<file path="config.mk">
export PLATFORM = sky130hd
export DESIGN_NAME = lphs_hash
export DESIGN_NICKNAME = d
export VERILOG_FILES = /design/src/rtl/lphs_pkg.sv /design/src/rtl/lphs_hash.sv
export SDC_FILE = /design/constraint.sdc
export NUM_CORES = 2
export LEC_CHECK = 0
export ABC_CLOCK_PERIOD_IN_PS = 17650
export CORE_UTILIZATION = 40
export CTS_CLUSTER_DIAMETER = 120
export DETAILED_ROUTE_END_ITERATION = 7
export DONT_BUFFER_PORTS = 1
export HOLD_SLACK_MARGIN = 0.08
export PLACE_DENSITY = 0.59
export SETUP_SLACK_MARGIN = 0.15
export SLEW_MARGIN = 20
export SYNTH_ARGS = -nofsm -noshare
export SYNTH_HDL_FRONTEND = slang
export SYNTH_SLANG_ARGS = --single-unit
</file>
<file path="constraint.sdc">
create_clock -name i_clk -period 17.65 [get_ports i_clk]
set_input_delay 2.6475 -clock i_clk [delete_from_list [all_inputs] [get_ports i_clk]]
set_output_delay 2.6475 -clock i_clk [all_outputs]
set_load 0.05 [all_outputs]
</file>
<file path="src/rtl/lphs_pkg.sv">
// Shared constants, codes and types of the linear-probe hash set.
package lphs_pkg;

    localparam int ENTRY_SLOTS = 1024;
    localparam int TABLE_SLOTS = 2048;

    localparam int ENT_AW  = $clog2(ENTRY_SLOTS);
    localparam int TAB_AW  = $clog2(TABLE_SLOTS);
    localparam int CNT_W   = ENT_AW + 1;
    localparam int REF_W   = CNT_W;
    localparam int LIMIT_W = 11;
    localparam int KEY_W   = 64;
    localparam int PAR_W   = 10;

    localparam logic [LIMIT_W-1:0] LIMIT_RESET = LIMIT_W'(1024);

    // hash mix constants
    localparam logic [63:0] MIX_A = 64'h9E3779B97F4A7C15;
    localparam logic [63:0] MIX_B = 64'h632BE59BD9B4E019;
    localparam logic [63:0] MIX_C = 64'hC2B2AE3D27D4EB4F;
    localparam int MIX_SHIFT = 29;

    // only the low hash bits that reach the slot index are formed
    localparam int HASH_W = TAB_AW + MIX_SHIFT;
    localparam int MUL_K  = HASH_W - 32;

    // register word index
    localparam logic REG_ENTRY_LIMIT = 1'b0;

    typedef enum logic {
        OP_INSERT = 1'b0,
        OP_READ   = 1'b1
    } t_opcode;

    typedef enum logic [2:0] {
        ST_INSERTED = 3'd0,
        ST_PRESENT  = 3'd1,
        ST_FULL     = 3'd2,
        ST_READ     = 3'd3,
        ST_UNFILLED = 3'd4
    } t_status;

    typedef struct packed {
        logic              valid;
        logic [TAB_AW-1:0] slot;
    } t_hash_res;

    typedef struct packed {
        logic [KEY_W-1:0] key_high;
        logic [KEY_W-1:0] key_low;
        logic [PAR_W-1:0] parent;
    } t_entry;

endpackage

</file>
<file path="src/rtl/lphs_hash.sv">
// Three-stage multiply-xor key hash, reduced to a probe table slot.
module lphs_hash (
    input  logic                           i_clk,
    input  logic                           i_rst_n,
    input  logic                           i_go,
    input  logic [lphs_pkg::KEY_W-1:0]     i_key_low,
    input  logic [lphs_pkg::KEY_W-1:0]     i_key_high,
    output lphs_pkg::t_hash_res            o_res
);
    import lphs_pkg::*;

    logic [HASH_W-1:0] r_pa;
    logic [HASH_W-1:0] r_sb;
    logic [HASH_W-1:0] r_ha;
    logic [HASH_W-1:0] r_pb;
    logic [MUL_K-1:0]  r_xa;
    logic [MUL_K-1:0]  r_xb;
    logic [2:0]        r_vld;
    logic [TAB_AW-1:0] r_slot;
    logic [HASH_W-1:0] hb;
    logic [HASH_W-1:0] h;

    // low product = a0*b0 + (a0*b1 + a1*b0) << 32; cross terms only need MUL_K bits
    always_ff @(posedge i_clk) begin
        r_pa <= HASH_W'(i_key_low[31:0]) * HASH_W'(MIX_A[31:0]);
        r_xa <= i_key_low[MUL_K-1:0] * MIX_A[HASH_W-1:32]
              + i_key_low[HASH_W-1:32] * MIX_A[MUL_K-1:0];
        r_sb <= i_key_high[HASH_W-1:0] + MIX_B[HASH_W-1:0];

        r_pb <= HASH_W'(r_sb[31:0]) * HASH_W'(MIX_C[31:0]);
        r_xb <= r_sb[MUL_K-1:0] * MIX_C[HASH_W-1:32]
              + r_sb[HASH_W-1:32] * MIX_C[MUL_K-1:0];
        r_ha <= r_pa + {r_xa, 32'b0};

        r_slot <= h[TAB_AW-1:0] ^ h[HASH_W-1:MIX_SHIFT];
    end

    assign hb = r_pb + {r_xb, 32'b0};
    assign h  = r_ha ^ hb;

    always_ff @(posedge i_clk) begin
        if (!i_rst_n) begin
            r_vld <= '0;
        end else begin
            r_vld <= {r_vld[1:0], i_go};
        end
    end

    assign o_res.valid = r_vld[2];
    assign o_res.slot  = r_slot;

endmodule
</file>
# == Word level (Yosys, flattened, before mapping) ==
# Cells that the tools add are included.
# word_totals
regBits,190
inputBits,131
# classes
add_sub_neg,5
n_mul,6
bitwise_logic,2
# op_table
op,n
40-bit adder,2
"40-bit adder, second input constant",1
"32-bit by 30-bit multiplier with 40-bit output, second input constant",1
"32-bit by 31-bit multiplier with 40-bit output, second input constant",1
40-bit bitwise XOR,1
8-bit adder,2
11-bit bitwise XOR,1
"8-bit by 5-bit multiplier with 8-bit output, second input constant",1
"8-bit by 6-bit multiplier with 8-bit output, second input constant",1
"8-bit by 7-bit multiplier with 8-bit output, second input constant",1
"8-bit by 8-bit multiplier with 8-bit output, second input constant",1

# == Depth between registers and ports, before layout ==
# depth
word_depth,3
depth_mapped,25
depth_no_buf,25

# == Least setup slack after synthesis ==
# No wires, ideal clock.
# synth_path
path_type,input -> register
startpoint,in i_key_low[7] (netlist name)
endpoint,reg r_pa[39]
setup_time_ps,72
arrival_ps,8343
t_required_ps,17578
slack_ps,9235
path_stages,25
path_cell_list,inv_1 > fa_1 > inv_1 > ha_1 > inv_1 > fa_1 > inv_1 > ha_1 > fa_1 > fa_1 > fa_1 > inv_1 > fa_1 > inv_1 > ha_1 > a21o_1 > a21o_1 > a221oi_1 > o21ai_0 > a22oi_1 > o21ai_0 > a21oi_1 > o21bai_1 > a21oi_1 > xnor2_1
# synth_via
elab_chain_len,1
# synth_rtl
element,line,source
from (decl),lphs_hash.sv:6,"input logic [lphs_pkg::KEY_W-1:0] i_key_low,"
32-bit by 31-bit multiplier with 40-bit output,lphs_hash.sv:25,r_pa <= HASH_W'(i_key_low[31:0]) * HASH_W'(MIX_A[31:0]);
to (signal assigned),lphs_hash.sv:25,
to (decl),lphs_hash.sv:12,logic [HASH_W-1:0] r_pa;
# Every way passes these cells.
# A chain may end at the register's enable or synchronous reset.

# == Final worst setup path ==
# layout_path
startpoint,in i_key_low[10] (netlist name)
endpoint,reg r_pa[36]
# Same word-level chain as after synthesis.

==> out/qor.txt <==
status -> finished with violations
failing checks -> DRC
hpwl dp -> 64600 um
via-per-instance ratio -> 4.73
post-synthesis sequential area ratio -> 0.0917
worst min path class -> flop to flop
total CTS buffers -> 17
Non-Filler Instances -> 3826
# rows -> 99
layout filler cell count -> 7071
cts hold-fix bufs -> 0
final setup fails -> 0
CP Capture Type -> flop
count leader, synth -> inv_1
Inst Count DP -> 3793
Post-Syn Area -> 0.0297 sq mm
fin. max-slew vios -> 0
initial antenna violation count -> 1
Crit Path Max Fanout -> 8
Final min period -> 8.91 ns
CTS sink cnt -> 136
gpl congestion -> 0.945
final hold slack -> 0.326 ns
ys flop type -> dfxtp_1
chip width -> 274 um
Top Ports -> 143
antenna viol nets, final -> 0
worst path required time -> 17.99 ns
post-cts repair resize count -> 0
H-tree levels -> 4
arrival time worst endpoint -> 9.25 ns
Detailed Routing Iterations Pass 1 -> 7
Hold Vio Cnt, Final -> 0
worst-skew pair later-pin latency -> 0.46 ns
net count after synthesis -> 4137
top cells by area, synth -> fa_1 (43%), ha_1 (23%), inv_1 (12%)
drt wl/cell -> 18.9 um
clock skew -> 0.0122 ns
I/O Buffers -> 0
Final nets -> 4164
part of the cycle the worst path needs -> 0.505
Synth area leader -> fa_1
Crit Path Class -> input port to flop
Ys Warns -> 0
average size of a mapped cell -> 10.5 sq um
initial core utilization -> 0.406
type of origin of the critical path -> input port
number of flops mapped to enable cells by yosys -> 0
global-route wire length before repair -> 114000 um
DRC Markers -> 26
Max-Cap Viols -> 0
Commonest cells post-synth -> inv_1 (963), fa_1 (634), ha_1 (546), xnor2_1 (152), dfxtp_1 (136)
Die Area -> 0.0753 sq mm
Distinct cells, synth -> 55
Setup Fix Bufs, Post-CTS -> 0
post-synthesis instance total -> 2826
asr flop ratio synth -> 0
die height -> 274 um
core area -> 0.0732 sq mm
fmax -> 112 MHz
slew margin rel. -> 0.289
DR iter-0 viols -> 849
CTS Root Cell -> clkbuf_16
pin count of the biggest net entering global routing -> 18
vias -> 18100
Synth top area share -> 0.427
CTS tree -> yes
Worst-path clk slew -> 0.07 ns
Yosys reg bits -> 136
GR Util All Layers -> 0.205
vias in the first global route -> 19800
Synth-to-Final Area Change -> 6.44%
RSZ-0062 raised after global routing -> no
layout cells sized above 1 -> 0.0202
TNS Setup -> 0 ns
DRT Wirelength -> 72200 um
Least-Margin Pin Slew -> 1.06 ns
CTS Buffer Depth -> 2
grt total ovfl -> 0
## cells by family (layout without fill, tap and decap cells)
group | after synthesis | after routing | synth area share
and+or+nand+nor | 150 | 150 | 0.0246
adders and majority gates | 1180 | 1180 | 0.657
xor gates and xnor gates | 205 | 205 | 0.0605
AOI/OAI and AO/OA | 191 | 191 | 0.0439
buffers and inverters | 964 | 1004 | 0.122
other | 0 | 1 | 0
DFF | 136 | 136 | 0.0917
## through the flow
step	setup WS, ns	area (sq um)	util
floorplan	9.23	29700	-
global placement	8.32	31000	0.423
detailed placement	8.34	31000	0.423
CTS	8.83	31600	0.432
global route	8.40	31600	0.432
finish	8.74	31600	0.432
## flip-flops by register name, summed over array words and instances (netlist names)
register	flops
r_sb	40
r_pa	22
r_xb	8
r_ha	22
r_xa	8
r_slot	11
r_vld	3
r_pb	22
## cell type report
type | instances | area [sq um] | share of cell area
Clock inverter | 15 | 224 | 0.00709
Inverter | 963 | 3610 | 0.114
Sequential cell | 136 | 2720 | 0.0861
Timing Repair Buffer | 9 | 67.6 | 0.00214
Multi-Input combinational cell | 1726 | 23400 | 0.739
Clock buffer | 17 | 425 | 0.0135
Antenna cell | 1 | 2.50 | 0.0000792
Tap cell | 959 | 1200 | 0.0380
## path summary, 6_finish.rpt
check                           slack (ns)  depth (start not counted)             start               end
worst max-delay path                  8.74                         24     i_key_low[10]  r_pa[36]$_DFF_P_
worst min-delay path                  0.33                          0  r_pa[30]$_DFF_P_  r_ha[30]$_DFF_P_
worst max register to register        9.27                         23   r_sb[7]$_DFF_P_  r_pb[37]$_DFF_P_
worst min register to register        0.33                          0  r_pa[30]$_DFF_P_  r_ha[30]$_DFF_P_
## critical path: stages
cell and delay, ns:
fa_1 0.47, ha_1 0.31, inv_1 0.06, fa_1 0.53, inv_1 0.05, fa_1 0.49, inv_1 0.05, fa_1 0.54
inv_1 0.06, fa_1 0.51, fa_1 0.51, inv_1 0.05, fa_1 0.48, inv_1 0.05, ha_1 0.34, and2_1 0.18
nand3_1 0.10, o311ai_0 0.75, o22ai_1 0.35, a21oi_1 0.23, nor2_1 0.10, o21bai_1 0.13, a21oi_1 0.09, xnor2_1 0.14
## layout by cell type, fill, tap and decap left out, types with 4 or more instances in the layout
master,n
nor3_1,10
ha_1,546
xor2_1,53
a21oi_1,59
dfxtp_1,136
and3_1,4
nand4_1,5
clkbuf_16,17
nand2b_1,6
fa_1,634
o21ai_0,26
o31ai_1,6
nand2_1,38
inv_8,6
o21bai_1,13
a21o_1,22
buf_4,9
a211oi_1,15
nor2b_1,4
and2_1,7
nor4_1,6
inv_1,963
nand3_1,12
nor2_1,43
o21a_1,16
xnor2_1,152
a211o_1,4
## routing by layer
layer | vias to the layer above | GRT usage | part of all wire
met5 | - | 0 | 0
met4 | 0 | 0.0442 | 0.014
met3 | 47 | 0.0208 | 0.040
met2 | 341 | 0.337 | 0.47
met1 | 9213 | 0.291 | 0.47
li1 | 8487 | - | -
Power is left out: the tool's default activity adds up to more than one toggle a clock period on the data nets, which glitch-free logic cannot reach.
